`src/design/tst_pkg.sv`:
```
// shared constants, types and helper functions for the tune serialiser
`default_nettype none

package tst_pkg;

    localparam int FREQ_W      = 13;
    localparam int WORD_W      = 16;
    localparam int FRAME_BITS  = 25;
    localparam int POS_W       = $clog2(FRAME_BITS);
    localparam int QUEUE_DEPTH = 2;
    localparam int PTR_W       = $clog2(QUEUE_DEPTH);
    localparam int CNT_W       = $clog2(QUEUE_DEPTH + 1);

    localparam logic [WORD_W-1:0] FREQ_BASE_MHZ = 16'd479;
    localparam logic [POS_W-1:0]  POS_LAST      = POS_W'(FRAME_BITS - 1);
    localparam logic [POS_W-1:0]  POS_RST_ADDR  = 5'd3;
    localparam logic [POS_W-1:0]  POS_CH_ADDR   = 5'd0;
    localparam logic [POS_W-1:0]  POS_WRITE     = 5'd4;
    localparam logic [POS_W-1:0]  POS_WORD_LO   = 5'd5;
    localparam logic [POS_W-1:0]  POS_WORD_END  = POS_W'(5 + WORD_W);

    localparam logic FUNC_FREQ = 1'b0;
    localparam logic FUNC_WORD = 1'b1;

    localparam logic FRAME_RESET   = 1'b0;
    localparam logic FRAME_CHANNEL = 1'b1;

    typedef logic [WORD_W-1:0] word_t;

    typedef struct packed {
        logic full;
        logic empty;
    } q_status_t;

    // word = ((t / 32) << 7) + t % 32 with t = (f - base) / 2, kept to 16 bits
    function automatic word_t word_from_freq(input logic [FREQ_W-1:0] freq);
        logic [WORD_W-1:0] diff;
        begin
            diff = {{(WORD_W-FREQ_W){1'b0}}, freq} - FREQ_BASE_MHZ;
            return {diff[14:6], 2'b00, diff[5:1]};
        end
    endfunction

    function automatic logic frame_bit(input logic frame, input logic [POS_W-1:0] pos,
                                       input word_t word);
        logic [POS_W-1:0] idx;
        begin
            idx = pos - POS_WORD_LO;
            if (frame == FRAME_RESET)
                return (pos == POS_RST_ADDR);
            else if (pos == POS_CH_ADDR || pos == POS_WRITE)
                return 1'b1;
            else if (pos >= POS_WORD_LO && pos < POS_WORD_END)
                return word[idx[$clog2(WORD_W)-1:0]];
            else
                return 1'b0;
        end
    endfunction

endpackage

`default_nettype wire

```
`src/design/synth_tune_serializer_unit.sv`:
```
// top level of the synthesiser tune serialiser
// first bit valid after the queue, the back-end word register and the output register
// one serial bit per cycle from the back-end shifter unless out_ready holds the output
// a two-entry word queue lets the front accept while the back is still shifting
// reset: asynchronous, active low; queue emptied, shifter idle, no output valid
`default_nettype none

module synth_tune_serializer_unit
    import tst_pkg::*;
(
    input  wire logic              clk,
    input  wire logic              rst_n,
    input  wire logic              in_valid,
    output logic                   in_ready,
    input  wire logic              func,
    input  wire logic [FREQ_W-1:0] freq_mhz,
    input  wire logic [WORD_W-1:0] reg_word,
    output logic                   out_valid,
    input  wire logic              out_ready,
    output logic                   data_bit,
    output logic                   frame_index,
    output logic [POS_W-1:0]       bit_index,
    output logic                   latch,
    output logic                   last
);

    q_status_t q_status;
    logic      push, pop;
    word_t     push_word, head;

    tst_front u_front (
        .in_valid  (in_valid),
        .in_ready  (in_ready),
        .func      (func),
        .freq_mhz  (freq_mhz),
        .reg_word  (reg_word),
        .q_status  (q_status),
        .push      (push),
        .push_word (push_word)
    );

    tst_queue u_queue (
        .clk       (clk),
        .rst_n     (rst_n),
        .push      (push),
        .push_word (push_word),
        .pop       (pop),
        .head      (head),
        .status    (q_status)
    );

    tst_back u_back (
        .clk         (clk),
        .rst_n       (rst_n),
        .q_status    (q_status),
        .head        (head),
        .pop         (pop),
        .out_valid   (out_valid),
        .out_ready   (out_ready),
        .data_bit    (data_bit),
        .frame_index (frame_index),
        .bit_index   (bit_index),
        .latch       (latch),
        .last        (last)
    );

    a_last_pos: assert property (@(posedge clk) disable iff (!rst_n)
        out_valid && last |-> frame_index && latch && bit_index == POS_LAST)
        else $error("last flag away from end of channel frame");

    a_frame_follow: assert property (@(posedge clk) disable iff (!rst_n)
        out_valid && out_ready && latch && !frame_index
        |=> out_valid && frame_index && bit_index == '0)
        else $error("channel frame does not follow reset frame");

    a_reset_frame: assert property (@(posedge clk) disable iff (!rst_n)
        out_valid && !frame_index |-> data_bit == (bit_index == POS_RST_ADDR))
        else $error("reset frame bit wrong");

    a_no_pop_empty: assert property (@(posedge clk) disable iff (!rst_n)
        pop |-> !q_status.empty)
        else $error("pop from empty queue");

endmodule

`default_nettype wire

```
`src/design/tst_front.sv`:
```
// front end: accepts requests and turns them into synthesiser words
`default_nettype none

module tst_front
    import tst_pkg::*;
(
    input  wire logic              in_valid,
    output logic                   in_ready,
    input  wire logic              func,
    input  wire logic [FREQ_W-1:0] freq_mhz,
    input  wire word_t             reg_word,
    input  wire q_status_t         q_status,
    output logic                   push,
    output word_t                  push_word
);

    assign in_ready = !q_status.full;
    assign push     = in_valid && in_ready;

    always_comb
    begin
        unique case (func)
            FUNC_FREQ: push_word = word_from_freq(freq_mhz);
            FUNC_WORD: push_word = reg_word;
            default:   push_word = reg_word;
        endcase
    end

endmodule

`default_nettype wire

```
`src/design/tst_queue.sv`:
```
// short word queue between front and back ends
`default_nettype none

module tst_queue
    import tst_pkg::*;
(
    input  wire logic  clk,
    input  wire logic  rst_n,
    input  wire logic  push,
    input  wire word_t push_word,
    input  wire logic  pop,
    output word_t      head,
    output q_status_t  status
);

    word_t             mem_reg [QUEUE_DEPTH];
    logic [PTR_W-1:0]  wr_ptr_reg, wr_ptr_next;
    logic [PTR_W-1:0]  rd_ptr_reg, rd_ptr_next;
    logic [CNT_W-1:0]  count_reg, count_next;

    always_comb
    begin
        wr_ptr_next = wr_ptr_reg;
        rd_ptr_next = rd_ptr_reg;
        count_next  = count_reg;
        if (push)
            wr_ptr_next = (wr_ptr_reg == PTR_W'(QUEUE_DEPTH - 1)) ? '0 : wr_ptr_reg + 1'b1;
        if (pop)
            rd_ptr_next = (rd_ptr_reg == PTR_W'(QUEUE_DEPTH - 1)) ? '0 : rd_ptr_reg + 1'b1;
        if (push && !pop)
            count_next = count_reg + 1'b1;
        else if (pop && !push)
            count_next = count_reg - 1'b1;
    end

    always_ff @(posedge clk or negedge rst_n)
    begin
        if (!rst_n)
        begin
            wr_ptr_reg <= '0;
            rd_ptr_reg <= '0;
            count_reg  <= '0;
        end
        else
        begin
            wr_ptr_reg <= wr_ptr_next;
            rd_ptr_reg <= rd_ptr_next;
            count_reg  <= count_next;
        end
    end

    always_ff @(posedge clk)
    begin
        if (push)
            mem_reg[wr_ptr_reg] <= push_word;
    end

    assign head         = mem_reg[rd_ptr_reg];
    assign status.full  = (count_reg == CNT_W'(QUEUE_DEPTH));
    assign status.empty = (count_reg == '0);

endmodule

`default_nettype wire

```
`src/design/tst_back.sv`:
```
// back end: shifts out the reset frame and the channel frame for each word
`default_nettype none

module tst_back
    import tst_pkg::*;
(
    input  wire logic       clk,
    input  wire logic       rst_n,
    input  wire q_status_t  q_status,
    input  wire word_t      head,
    output logic            pop,
    output logic            out_valid,
    input  wire logic       out_ready,
    output logic            data_bit,
    output logic            frame_index,
    output logic [POS_W-1:0] bit_index,
    output logic            latch,
    output logic            last
);

    logic             busy_reg, busy_next;
    word_t            word_reg;
    logic             frame_reg;
    logic [POS_W-1:0] pos_reg;
    logic             ov_reg, ov_next;
    logic             data_reg, frm_out_reg, latch_reg, last_reg;
    logic [POS_W-1:0] idx_out_reg;

    logic load, emit, pos_end, end_item;

    assign load     = !ov_reg || out_ready;
    assign emit     = load && busy_reg;
    assign pos_end  = (pos_reg == POS_LAST);
    assign end_item = emit && (frame_reg == FRAME_CHANNEL) && pos_end;
    assign pop      = !q_status.empty && (!busy_reg || end_item);

    always_comb
    begin
        busy_next = busy_reg;
        if (pop)
            busy_next = 1'b1;
        else if (end_item)
            busy_next = 1'b0;

        ov_next = ov_reg;
        if (emit)
            ov_next = 1'b1;
        else if (load)
            ov_next = 1'b0;
    end

    always_ff @(posedge clk or negedge rst_n)
    begin
        if (!rst_n)
        begin
            busy_reg <= 1'b0;
            ov_reg   <= 1'b0;
        end
        else
        begin
            busy_reg <= busy_next;
            ov_reg   <= ov_next;
        end
    end

    // word and bit position
    always_ff @(posedge clk)
    begin
        if (pop)
        begin
            word_reg  <= head;
            frame_reg <= FRAME_RESET;
            pos_reg   <= '0;
        end
        else if (emit)
        begin
            if (pos_end)
            begin
                pos_reg   <= '0;
                frame_reg <= FRAME_CHANNEL;
            end
            else
                pos_reg <= pos_reg + 1'b1;
        end
    end

    // output register
    always_ff @(posedge clk)
    begin
        if (emit)
        begin
            data_reg    <= frame_bit(frame_reg, pos_reg, word_reg);
            frm_out_reg <= frame_reg;
            idx_out_reg <= pos_reg;
            latch_reg   <= pos_end;
            last_reg    <= pos_end && (frame_reg == FRAME_CHANNEL);
        end
    end

    assign out_valid   = ov_reg;
    assign data_bit    = data_reg;
    assign frame_index = frm_out_reg;
    assign bit_index   = idx_out_reg;
    assign latch       = latch_reg;
    assign last        = last_reg;

endmodule

`default_nettype wire
```
`config.mk`:
```
export PLATFORM = sky130hd
export DESIGN_NAME = synth_tune_serializer_unit
export DESIGN_NICKNAME = d
export VERILOG_FILES = /design/src/design/tst_pkg.sv /design/src/design/synth_tune_serializer_unit.sv /design/src/design/tst_front.sv /design/src/design/tst_queue.sv /design/src/design/tst_back.sv
export SDC_FILE = /design/constraint.sdc
export NUM_CORES = 1
export LEC_CHECK = 0
export ABC_AREA = 1
export BUFFER_PORTS_ARGS = -buffer_cell sky130_fd_sc_hd__buf_2
export CAP_MARGIN = 20
export CORE_MARGIN = 4
export CORE_UTILIZATION = 45
export CTS_CLUSTER_SIZE = 8
export DETAILED_ROUTE_END_ITERATION = 10
export PLACE_DENSITY = 0.67
export SLEW_MARGIN = 40
export SYNTH_ARGS = -nofsm -noshare
export SYNTH_HDL_FRONTEND = slang
export SYNTH_HIERARCHICAL = 1
export SYNTH_SLANG_ARGS = --single-unit
```
`constraint.sdc`:
```
create_clock -name clk -period 2.28 [get_ports clk]
set_clock_uncertainty 0.05 [all_clocks]
set_input_delay 0.342 -clock clk [delete_from_list [all_inputs] [get_ports clk]]
set_output_delay 0.342 -clock clk [all_outputs]
set_load 0.03 [all_outputs]
```
==> Word level (Yosys, flattened, before mapping) <==
Memory sizes are Yosys's and may differ from the RTL's. A register that Yosys moved wholly into a read port is not among the register bits.
Index checks and enable logic that the tools add are counted.
{ "totals": {"ff_bits": 21, "ramBits": 32, "inputBits": 34, "output_inout_bits": 11, "elab_cells": 69, "mem_count": 1} }
{ "memory_table": {"columns": ["memory", "depth", "width", "read_ports", "rd_clocked_by_memory_dff", "wr", "line", "rtl"], "rows": [
  ["u_queue.mem_reg", 2, 16, 1, 1, 1, "tst_queue.sv:16", "word_t mem_reg [QUEUE_DEPTH];"]
]} }
{ "op_classes": {"n_addsub": 7, "order_cmp": 3, "n_eq_ne": 4, "n_mux": 17, "bitwise": 1, "n_reduce_logical": 24} }
{ "ops": {"columns": ["op", "n"], "rows": [
  ["one-hot mux 16 bit (2 select lines)", 1],
  ["subtractor 13 x 9 -> 14 bit (second input constant)", 1],
  ["two-way mux 1 bit", 12],
  ["logical AND 1 bit", 9],
  ["logical NOT 1 bit", 6],
  ["nonzero test 2 bit", 3],
  ["adder 5 x 1 -> 5 bit (second input constant)", 1],
  ["equality test 5 x 2 -> 1 bit (second input constant)", 1],
  ["equality test 5 x 3 -> 1 bit (second input constant)", 1],
  ["equality test 5 bit (second input constant)", 1],
  [">= comparator 5 x 3 -> 1 bit (second input constant)", 1],
  ["logical NOT 5 bit", 1],
  ["< comparator 4 x 5 -> 1 bit (second input constant)", 1],
  ["< comparator 5 bit (second input constant)", 1],
  ["two-way mux 5 bit", 1],
  ["binary-select mux 1 bit (select 4 bit)", 1],
  ["two-way mux 2 bit", 2],
  ["subtractor 4 x 3 -> 4 bit (second input constant)", 1],
  ["logical OR 1 bit", 3],
  ["adder 1 bit (second input constant)", 2],
  ["adder 2 x 1 -> 2 bit (second input constant)", 1],
  ["equality test 2 bit (second input constant)", 1],
  ["logical NOT 2 bit", 1],
  ["AND reduction 2 bit", 1],
  ["2 further kinds", 2]
]} }

==> Depth between registers and ports, before layout <==
Gate-level depths: netlist of the first run.
{ "logic_depth": {"word_depth": 10, "depth_mapped": 17, "depth_no_buf": 15} }

==> Cells and area by module <==
Netlist of the first run, hierarchy kept.
{ "modules_own_cells": {"columns": ["mod", "instances", "cells_each", "area_per_inst_um2", "seq_area_each_um2"], "rows": [
  ["tst_back", 1, 134, 1440.1, 920.9],
  ["tst_queue", 1, 75, 1412.6, 1061.0],
  ["tst_front", 1, 115, 538.0, 0.0]
]} }

==> Least setup slack after synthesis of the first run <==
OpenSTA, ideal clock, no wires.
{ "synth_timing": {"path_kind": "register to register", "startpoint": "register u_back.pos_reg[0]", "endpoint": "register u_queue.count_reg[1]", "setup_ns": 0.117, "t_arrival_ns": 2.079, "required_ns": 2.113, "slack_ns": 0.034, "stages_incl_launch_ff": 17, "n_path_buf": 2, "synth_period_minus_slack_ns": 2.246, "path_cell_list": "dfxtp_1 -> buf_6 -> inv_4 -> buf_6 -> ha_1 -> nand4_2 -> nor2_2 -> nand2_1 -> nand2_2 -> nand2_4 -> inv_2 -> inv_1 -> ha_1 -> inv_1 -> nand3_1 -> nand2_1 -> nand2_1"} }
{ "synth_between": {"elab_chain_len": 7, "word_cells_on_any_way": 9, "classes_between": "eq/ne (1); mux (1); reduce/logical (7)"} }
{ "synth_rtl": {"columns": ["element", "line", "rtl"], "rows": [
  ["start: declaration", "tst_back.sv:24", "logic [POS_W-1:0] pos_reg;"],
  ["start signal: assignment", "tst_back.sv:83", "pos_reg <= pos_reg + 1'b1;"],
  ["equality test 5 bit *", "tst_back.sv:33", "assign pos_end = (pos_reg == POS_LAST);"],
  ["logical AND 1 bit *", "tst_back.sv:34", "assign end_item = emit && (frame_reg == FRAME_CHANNEL) && pos_end;"],
  ["logical OR 1 bit *", "tst_back.sv:35", "assign pop = !q_status.empty && (!busy_reg || end_item);"],
  ["logical AND 1 bit *", "tst_back.sv:35", null],
  ["net pop", "synth_tune_serializer_unit.sv:28", "logic push, pop;"],
  ["logical NOT 1 bit", "tst_queue.sv:30", "if (push && !pop)"],
  ["logical AND 1 bit", "tst_queue.sv:30", null],
  ["two-way mux 2 bit or nonzero test 2 bit (tied branches)", null, null],
  ["end signal: assignment", "tst_queue.sv:48", "count_reg <= count_next;"],
  ["end: declaration", "tst_queue.sv:19", "logic [CNT_W-1:0] count_reg, count_next;"]
]} }
Mark *: on every way through the listed nets, which the timed path passes. The rest lies on a longest branch.
A chain may end at the register's enable or synchronous reset.

==> Final worst setup path of the first run <==
{ "layout_timing": {"startpoint": "register u_back.pos_reg[1]", "endpoint": "register u_queue.count_reg[1]"} }
Same word-level chain as after synthesis.

==> summary.md, run 1 <==
| Metric | Value |
|---|---|
| Outcome | complete, no violations |
| P&R area growth vs syn | 13.7% |
| CTS Hold Bufs | 1 |
| Post-synthesis cell count | 324 |
| Total of max-cap violations | 0 |
| Die footprint | 8990 um^2 |
| H-tree depth | 3 |
| Final Util | 52.9% |
| Synth warn | 6 |
| Post-Route Setup TNS | 0 ns |
| Part of the power in registers | 45.9% |
| Cell accounting for the most synthesized area | edfxtp_1 |
| Core Area | 7290 um^2 |
| Top_reg_cell synth | edfxtp_1 |
| Most instantiated cells after synthesis | nand2_1 (87), edfxtp_1 (57), nand3_1 (38) |
| Wire length per cell | 11.9 um |
| Initial antenna violation count | 0 |
| Total GRT Usage | 13.7% |
| Synthesized area | 3390 um^2 |
| Fin. Hold Viols | 0 |
| Fin crit period | 2.06 ns |
| Proportion of layout cells with a drive suffix above 1 | 27.0% |
| Layout Cells excl Fill | 481 |
| Num rows | 31 |
| Worst Max-Slew Pin Slew | 0.292 ns |
| ANT cells | 0 |
| Post-route DRC | 0 |
| CTS clk-pin slew, worst paths | 0.07 ns |
| Fmax | 486 MHz |
| Asr flop ratio synth | 8.70% |
| Die width | 94.8 um |
| CP max FO | 5 |
| Final ANT Viol Nets | 0 |
| Worst Setup End Kind | register |
| Mapped Avg Cell Area | 10.5 um^2 |
| Pleak | 0.00173 uW |
| Final setup fails | 0 |
| Vias per cell | 4.79 |
| Worst setup path class | register to register |
| First-pass GRT wire length | 9520 um |
| Post-synthesis register bit count | 69 |
| Peak supply drop | 0.401 mV |
| Final HPWL DP | 4180 um |
| Root buf cell | clkbuf_8 |
| CP Data Arrival Time | 2.22 ns |
| IO buf count | 44 |
| Top cells by area, synth | edfxtp_1 (50%), nand2_1 (9.6%), nand3_1 (5.6%) |
| # nets final | 418 |
| Num ports | 45 |
| RSZ-0062 raised after global routing | no |
| CTS Buffer Depth | 2 |
| Syn_nets | 364 |
| CP Launch Type | register |
| Max reg flops | 32 |
| Placed insts | 465 |
| Slew HR | 80.5% |
| Initial Utilization | 46.5% |
| Clock tree from TritonCTS | built |
| Post_cts resized | 0 |
| Cts bufs inserted | 9 |
| P_sw | 1440 uW |
| Routability cong. | 0.875 |
| Clk_lat worst skew | 0.32 ns |
| Clock tree sinks | 69 |
| Largest net degree at the start of global routing | 21 |
| Vias in the first global route | 2287 |
| Pwr Density | 1070 nW/um^2 |
| Min-Delay Path Class | primary input to register |
| Seq/Total Area, Yosys | 58.5% |
| Vert. Die Dim | 94.8 um |
| Via count | 2302 |
| Power share of the combinational group | 35.5% |
| Gr ovfl total | 0 |
| Cell variety after synth | 33 |
| DR iter-0 viols | 82 |
| EDFF count, synth | 57 |
| Most common cell in the netlist | nand2_1 |
| Part of the power in the clock network | 18.6% |
| Worst path required time | 2.45 ns |
| Setup bufs post-CTS | 0 |
| Post-synth top area share | 50.5% |
| Switching power share of the total | 34.8% |
| DR pass1 iterations | 4 |
| Final period util | 90.2% |
| WL final | 5700 um |
| Internal power | 2700 uW |
| Final Slew Violations | 0 |
[critical path, cell delays in order (launching register included)]
cell	delay (ns)
dfxtp_1	0.34
inv_1	0.16
ha_1	0.22
nand4_2	0.16
nor2_2	0.14
nand2_1	0.07
nand2_2	0.09
nand2_4	0.06
inv_2	0.05
inv_1	0.03
ha_1	0.29
inv_1	0.08
nand3_1	0.08
nand2_1	0.06
nand2_1	0.05
[area by class of cell]
type                    instances  area [um^2]
fillers                       668         3440
flip-flops and latches         69         1980
multi-input cells             205         1170
repair buffers                 50          268
inverters                      43          164
clock buffers                  12          135
well taps                      99          124
clock inverters                 3         13.8
[metrics by stage]
stage          power (uW)  hold slack, ns  setup slack, ns  cell area [um^2]
2_1_floorplan        3100        -0.00359           0.0338              3390
3_3_place_gp         3360           0.122            0.371              3700
3_5_place_dp         3400           0.130            0.253              3700
4_1_cts              4180           0.231            0.245              3860
5_1_grt              4450           0.238           0.0193              3860
6_report             4140           0.239            0.222              3860
[power groups by stage]
stage          combinational (uW)  sequential (uW)  clock [uW]
3_3_place_gp                 1450             1910           0
6_report                     1470             1900         772
3_5_place_dp                 1470             1930           0
2_1_floorplan                1090             2010           0
5_1_grt                      1660             1930         858
4_1_cts                      1480             1900         798
[cell usage in the layout, fill, tap and decap left out, types with 4 or more instances in the layout]
master	count
xor2_1	4
dfxtp_1	6
nand3_1	38
edfxtp_1	57
inv_1	34
buf_4	5
nand2_2	9
mux2_2	7
dfrtp_1	6
nor2_1	18
mux2_4	9
inv_2	6
clkbuf_8	9
nand2_1	87
buf_2	44
ha_1	6
[cell families after synthesis]
family,Yosys count,synth area share (%)
multiplexers,16,6.31
flip-flops,69,58.5
adder cells (fa/ha/maj),6,2.21
XOR/XNOR,5,1.29
AO/OA/AOI/OAI,10,1.66
AND/OR/NAND/NOR,168,23.0
buffers and inverters,50,7.05
[worst paths after layout]
kind,from,endpoint,slack (ns),cells after the start
hold / removal,out_ready,u_back/out_valid$_DFFE_PN0P_,0.24,4
min in group asynchronous,rst_n,u_queue/count_reg[1]$_DFFE_PN0P_,0.32,2
setup reg to reg,u_back/pos_reg[1]$_SDFFE_PP0N_,u_queue/count_reg[1]$_DFFE_PN0P_,0.22,14
setup / recovery,u_back/pos_reg[1]$_SDFFE_PP0N_,u_queue/count_reg[1]$_DFFE_PN0P_,0.22,14
max in group asynchronous,rst_n,u_back/out_valid$_DFFE_PN0P_,1.71,2
hold reg to reg,u_back/frame_reg$_SDFFE_PP0P_,u_back/frame_index$_DFFE_PN_,0.42,0
[layer usage]
layer  up-vias  wire length (um)  GRT usage (%)
met1      1044              2510           15.4
met5         -                 0              0
met4         0                87           7.09
li1       1182                 -              -
met3         7               340           3.90
met2        69              2770           23.4
Power figures use the tool's default switching activity.
==> run 2, diff against run 1 <==
--- a/config.mk
+++ b/config.mk
@@ -8,11 +8,13 @@
 export ABC_AREA = 1
 export BUFFER_PORTS_ARGS = -buffer_cell sky130_fd_sc_hd__buf_2
 export CAP_MARGIN = 20
+export CELL_PAD_IN_SITES_DETAIL_PLACEMENT = 1
+export CELL_PAD_IN_SITES_GLOBAL_PLACEMENT = 2
 export CORE_MARGIN = 4
-export CORE_UTILIZATION = 45
+export CORE_UTILIZATION = 33
 export CTS_CLUSTER_SIZE = 8
 export DETAILED_ROUTE_END_ITERATION = 10
-export PLACE_DENSITY = 0.67
+export PLACE_DENSITY_LB_ADDON = 0.1
 export SLEW_MARGIN = 40
 export SYNTH_ARGS = -nofsm -noshare
 export SYNTH_HDL_FRONTEND = slang
==> run 2 against run 1 <==
Net effect:
- first-iteration DRC count unchanged
- count of clock-buffer cells in the layout stayed put
- critical endpoint unchanged
- clock power rose by 3.0%
- worst setup slack improved by 0.0078 ns
- design area is 1.4% higher
- largest cell class unchanged
- combinational power barely moved
- flip-flop and latch count unchanged
- sequential share of layout area shrank 0.72 points
==> summary.md, run 2 (synthesis results as in run 1) <==
| Metric | Value |
|---|---|
| Outcome | complete, no violations |
| Post-route DRC | 0 (unchanged) |
| Final ANT Viol Nets | 0 (unchanged) |
| Register area | 1980 um^2 (unchanged) |
| Initial antenna violation count | 0 (unchanged) |
| Clock tree sinks | 69 (unchanged) |
| Total of max-cap violations | 0 (unchanged) |
| Wire length per cell | 13.0 um (+9.4%) |
| RSZ-0062 raised after global routing | no |
| DR pass1 iterations | 4 (unchanged) |
| Fill cells | 1164 (+74%) |
| Min-Delay Path Class | primary input to register |
| P_sw | 1470 uW (+2.3%) |
| Fin crit period | 2.05 ns (-0.00780 ns) |
| Worst Max-Slew Pin Slew | 0.318 ns (+0.0260 ns) |
| Slew HR | 78.8% (-1.7 points) |
| Total GRT Usage | 12.4% (-1.3 points) |
| DR iter-0 viols | 82 (unchanged) |
| Vias per cell | 4.52 (-5.6%) |
| Clk_lat worst skew | 0.33 ns (about the same) |
| Initial Utilization | 34.2% (-12 points) |
| Area of the multi-input gates | 1170 um^2 (unchanged) |
| Post-Route Setup TNS | 0 ns (unchanged) |
| Proportion of layout cells with a drive suffix above 1 | 27.3% (+0.38 points) |
| Final period util | 89.9% (-0.34 points) |
| Post_cts resized | 0 (unchanged) |
| Cts bufs inserted | 9 (unchanged) |
| Final Slew Violations | 0 (unchanged) |
| Largest net degree at the start of global routing | 21 (unchanged) |
| Final setup fails | 0 (unchanged) |
| Part of the power in registers | 45.4% (-0.5 points) |
| Commonest non-fill, non-tap cells in the layout | nand2_1 (87), edfxtp_1 (57), buf_2 (44), nand3_1 (38), inv_1 (34) |
| ANT cells | 0 (unchanged) |
| Commonest non-fill, non-tap cell in the layout | nand2_1 |
| Via count | 2335 (+1.4%) |
| Worst path required time | 2.45 ns (about the same) |
| Final Util | 39.5% (-13 points) |
| Vert. Die Dim | 109 um (+15%) |
| Worst setup path class | register to register |
| Pleak | 0.00174 uW (+0.49%) |
| IO buf count | 44 (unchanged) |
| Internal power | 2710 uW (+0.30%) |
| # nets final | 419 (+0.24%) |
| Peak supply drop | 0.380 mV (-5.3%) |
| Worst Setup End Kind | register |
| CTS Hold Bufs | 1 (unchanged) |
| Part of the power in the clock network | 19.0% (+0.4 points) |
| Vias in the first global route | 2369 (+3.6%) |
| WL final | 6710 um (+18%) |
| Pwr Density | 1070 nW/um^2 (-0.44%) |
| Setup bufs post-CTS | 0 (unchanged) |
| Final HPWL DP | 5210 um (+25%) |
| Root buf cell | clkbuf_8 |
| Die width | 109 um (+15%) |
| H-tree depth | 3 (unchanged) |
| CP max FO | 5 (unchanged) |
| Num rows | 36 (+16%) |
| Routability cong. | 0.779 (-11%) |
| CP Data Arrival Time | 2.22 ns (about the same) |
| CTS Buffer Depth | 2 (unchanged) |
| Clock tree from TritonCTS | built |
| CP Launch Type | register |
| Fmax | 488 MHz (+0.38%) |
| Fin. Hold Viols | 0 (unchanged) |
| Num ports | 45 (unchanged) |
| First-pass GRT wire length | 11400 um (+20%) |
| Power share of the combinational group | 35.6% (about the same) |
| Core Area | 9910 um^2 (+36%) |
| Max reg flops | 32 (unchanged) |
| Die footprint | 12000 um^2 (+33%) |
| P&R area growth vs syn | 15.4% |
| Gr ovfl total | 0 (unchanged) |
| CTS clk-pin slew, worst paths | 0.07 ns (about the same) |
| Switching power share of the total | 35.2% (+0.44 points) |
==> run 2: cell types whose count changed in the layout (fill, tap and decap cells not counted), sizes merged <==
cell / change
clkinv: +1
buf: +1
==> run 2: critical path, stage by stage, from the launching register on <==
cell and delay [ns]:
dfxtp_1 0.34, inv_1 0.16, ha_1 0.22, nand4_2 0.15, nor2_2 0.13, nand2_1 0.08, nand2_2 0.09, nand2_4 0.06
inv_2 0.06, inv_1 0.04, ha_1 0.30, inv_1 0.08, nand3_1 0.08, nand2_1 0.06, nand2_1 0.04
==> run 2: layout make-up <==
| class | instances | share of cell area, % |
|---|---|---|
| Clock buffer | 12 | 3.45 |
| Clock inverter | 4 | 0.480 |
| Inverter | 43 | 4.19 |
| Multi-Input combinational cell | 205 | 29.9 |
| Sequential cell | 69 | 50.7 |
| Tap cell | 133 | 4.25 |
| Timing Repair Buffer | 51 | 7.04 |
==> run 2: metrics by stage <==
step / worst slack (ns) / hold WS (ns) / area [um^2] / std cells / power [uW]
4_1_cts: 0.217 / 0.199 / 3910 / 517 / 4270
3_3_place_gp: 0.340 / 0.127 / 3750 / 500 / 3430
5_1_grt: 0.0399 / 0.227 / 3910 / 517 / 4510
2_1_floorplan: 0.0338 / -0.00359 / 3390 / 324 / 3100
6_report: 0.230 / 0.224 / 3910 / 517 / 4180
3_5_place_dp: 0.249 / 0.128 / 3750 / 500 / 3450
==> run 2: power by group through the flow <==
stage | Sequential, uW | Clock, uW | Combinational (uW)
final | 1900 | 795 | 1490
after global placement | 1920 | 0 | 1510
after CTS | 1910 | 841 | 1530
after floorplan | 2010 | 0 | 1090
after global routing | 1940 | 888 | 1680
after detailed placement | 1930 | 0 | 1520
==> run 2: metal layers <==
layer  wire length (um)  part of all wire [%]  up-vias  track usage (%)
li1                   -                     -     1180                -
met4                149                   2.2        0             6.41
met1               3210                    48     1100             16.9
met3                218                   3.3       12             2.06
met2               3120                    47       43             19.0
met5                  0                     0        -                0
==> run 2: path summary, 6_finish.rpt <==
path / slack, ns / from / end / depth (start not counted)
hold / removal: 0.22 / out_ready / u_back/out_valid$_DFFE_PN0P_ / 4
max in group asynchronous: 1.72 / rst_n / u_queue/rd_ptr_reg$_DFFE_PN0P_ / 2
setup reg to reg: 0.23 / u_back/pos_reg[1]$_SDFFE_PP0N_ / u_queue/count_reg[1]$_DFFE_PN0P_ / 14
hold reg to reg: 0.42 / u_back/frame_reg$_SDFFE_PP0P_ / u_back/frame_index$_DFFE_PN_ / 0
min in group asynchronous: 0.31 / rst_n / u_back/out_valid$_DFFE_PN0P_ / 2
setup / recovery: 0.23 / u_back/pos_reg[1]$_SDFFE_PP0N_ / u_queue/count_reg[1]$_DFFE_PN0P_ / 14
==> run 3, diff against run 2 <==
==> constraint.sdc (replaced) <==
create_clock -name clk -period 1.8 [get_ports clk]
set_clock_uncertainty 0.05 [all_clocks]
set_input_delay 0.27 -clock clk [delete_from_list [all_inputs] [get_ports clk]]
set_output_delay 0.27 -clock clk [all_outputs]
set_load 0.03 [all_outputs]
==> run 3 against run 2 <==
Net effect:
- count of clock-buffer cells in the layout decreased by 1
- non-clock buffer count rose by 7
- final cell count is 1.4% higher
- total power increased by 34%
- critical path depth unchanged
- utilization up 1.6 points
- design area is 4.0% higher
- sequential power is 25% higher
- register-to-register slack worse by 0.11 ns
- global-route usage rose by 0.13 points
- first-iteration DRC count down 6.1%
- largest cell class unchanged
==> summary.md, run 3 (synthesis results as in run 1) <==
| Metric | Value |
|---|---|
| Outcome | complete, no violations |
| Worst Setup End Kind | register |
| Cts bufs inserted | 9 (unchanged) |
| H-tree depth | 3 (unchanged) |
| # nets final | 426 (+1.7%) |
| Pleak | 0.00178 uW (+2.2%) |
| HP Start | out_ready |
| WL final | 6770 um (+0.91%) |
| Max reg flops | 32 (unchanged) |
| Total GRT Usage | 12.5% (+0.13 points) |
| ANT cells | 0 (unchanged) |
| Final Util | 41.0% (+1.6 points) |
| Fill cells | 1131 (-2.8%) |
| DR iter-0 viols | 77 (-6.1%) |
| Crit path capture | u_queue/count_reg[1]$_DFFE_PN0P_ |
| Core Area | 9910 um^2 (unchanged) |
| Peak supply drop | 0.490 mV (+29%) |
| CP Launch Type | register |
| Final ANT Viol Nets | 0 (unchanged) |
| Routability cong. | 0.792 (+1.7%) |
| Root buf cell | clkbuf_8 |
| CP Data Arrival Time | 1.87 ns (-0.35 ns) |
| Fin. Hold Viols | 0 (unchanged) |
| Initial Utilization | 34.2% (unchanged) |
| CP max FO | 4 (-1) |
| Area of the multi-input gates | 1210 um^2 (+3.7%) |
| RSZ-0062 raised after global routing | no |
| Vert. Die Dim | 109 um (unchanged) |
| FF-to-FF End | u_queue/count_reg[1]$_DFFE_PN0P_ |
| Num rows | 36 (unchanged) |
| Proportion of layout cells with a drive suffix above 1 | 30.9% (+3.6 points) |
| Vias per cell | 4.47 (-1.0%) |
| Reg2reg start | u_back/pos_reg[0]$_SDFFE_PP0N_ |
| Register area | 1980 um^2 (+0.13%) |
| Final setup fails | 0 (unchanged) |
| IO buf count | 44 (unchanged) |
| CTS clk-pin slew, worst paths | 0.07 ns (about the same) |
| R2r setup slk | 0.12 ns (-0.11 ns) |
| Vias in the first global route | 2460 (+3.8%) |
| Fin crit period | 1.68 ns (-0.368 ns) |
| Final setup margin | 0.118 ns (-0.112 ns) |
| Fmax | 595 MHz (+22%) |
| Die width | 109 um (unchanged) |
| Final Slew Violations | 0 (unchanged) |
| Critical path origin | u_back/pos_reg[0]$_SDFFE_PP0N_ |
| Clk_lat worst skew | 0.34 ns (about the same) |
| Die footprint | 12000 um^2 (unchanged) |
| Worst path required time | 1.99 ns (-0.46 ns) |
| Slew HR | 79.2% (+0.39 points) |
| Clock tree sinks | 69 (unchanged) |
| Wire length per cell | 12.9 um (-0.44%) |
| Commonest non-fill, non-tap cells in the layout | nand2_1 (87), edfxtp_1 (57), buf_2 (44), nand3_1 (38), inv_1 (32) |
| P&R area growth vs syn | 19.9% |
| First-pass GRT wire length | 11400 um (+0.18%) |
| Worst Max-Slew Pin Slew | 0.312 ns (-0.00590 ns) |
| Largest net degree at the start of global routing | 21 (unchanged) |
| Post-route DRC | 0 (unchanged) |
| Final HPWL DP | 5260 um (+0.81%) |
| CTS Buffer Depth | 2 (unchanged) |
| DR pass1 iterations | 4 (unchanged) |
| Commonest non-fill, non-tap cell in the layout | nand2_1 |
| DP Worst Slack | 0.0410 ns (-0.208 ns) |
| Clock tree from TritonCTS | built |
| Pwr Density | 1380 nW/um^2 (+29%) |
| Min-Delay Path Class | primary input to register |
| Setup bufs post-CTS | 0 (unchanged) |
| Initial antenna violation count | 0 (unchanged) |
| Gr ovfl total | 0 (unchanged) |
| Final period util | 93.4% (+3.5 points) |
| Worst setup path class | register to register |
| Via count | 2342 (+0.30%) |
| Total of max-cap violations | 0 (unchanged) |
| Reg2reg path depth | 14 (unchanged) |
| Num ports | 45 (unchanged) |
==> run 3: routing by layer <==
metal	vias to the layer above	GRT usage, %	part of all wire, %
met5	-	0	0
met4	0	6.41	2.2
met3	9	2.23	2.4
met2	36	20.2	48
met1	1101	16.2	47
li1	1196	-	-
==> run 3: what timing repair did <==
item / in CTS / in global routing
setup endpoints to repair: 0 / 2
gates resized for setup: 0 / 6
endpoints found under the hold margin: 6 / 0
hold buffers: 1 / 0
==> run 3: stage by stage <==
step	power [uW]	instance area (um^2)	hold WS, ns	setup TNS, ns	cells
floorplan	4010	3440	-0.0756	-0.191	324
global placement	4610	3880	0.0551	0	507
detailed placement	4630	3880	0.0587	0	507
CTS	5680	4050	0.130	0	524
global route	6040	4070	0.148	0	524
finish	5610	4070	0.143	0	524
==> run 3: worst min path at each step <==
stage | cells past startpoint | slack, ns | end
after floorplan | 0 | -0.08 | u_back/busy_reg$_DFFE_PN0P_
after global placement | 1 | 0.06 | u_queue/wr_ptr_reg$_DFFE_PN0P_
after detailed placement | 1 | 0.06 | u_queue/wr_ptr_reg$_DFFE_PN0P_
after CTS | 4 | 0.13 | u_back/out_valid$_DFFE_PN0P_
after global routing | 4 | 0.15 | u_back/out_valid$_DFFE_PN0P_
final | 4 | 0.14 | u_back/out_valid$_DFFE_PN0P_
==> run 3: where the power goes <==
part	switching (uW)	internal [uW]	total, uW
Combinational	1270	921	2200
Sequential	159	2220	2380
Clock	547	488	1040
Total	1980	3630	5610
==> run 3: cell type report <==
type | instances | share of cell area (%)
flip-flops and latches | 69 | 48.8
inverters | 43 | 4.28
well taps | 133 | 4.09
multi-input cells | 205 | 29.8
clock buffers | 11 | 3.23
repair buffers | 58 | 9.08
clock inverters | 5 | 0.677
==> run 3: worst max-delay path, cell delays in order (launching register included) <==
cell and delay, ns:
dfxtp_2 0.34, inv_4 0.06, ha_4 0.14, nand4_4 0.09, nor2_4 0.10, nand2_1 0.07, nand2_2 0.08, nand2_4 0.09
inv_8 0.07, inv_4 0.03, ha_4 0.20, inv_1 0.07, nand3_1 0.08, nand2_1 0.06, nand2_1 0.04
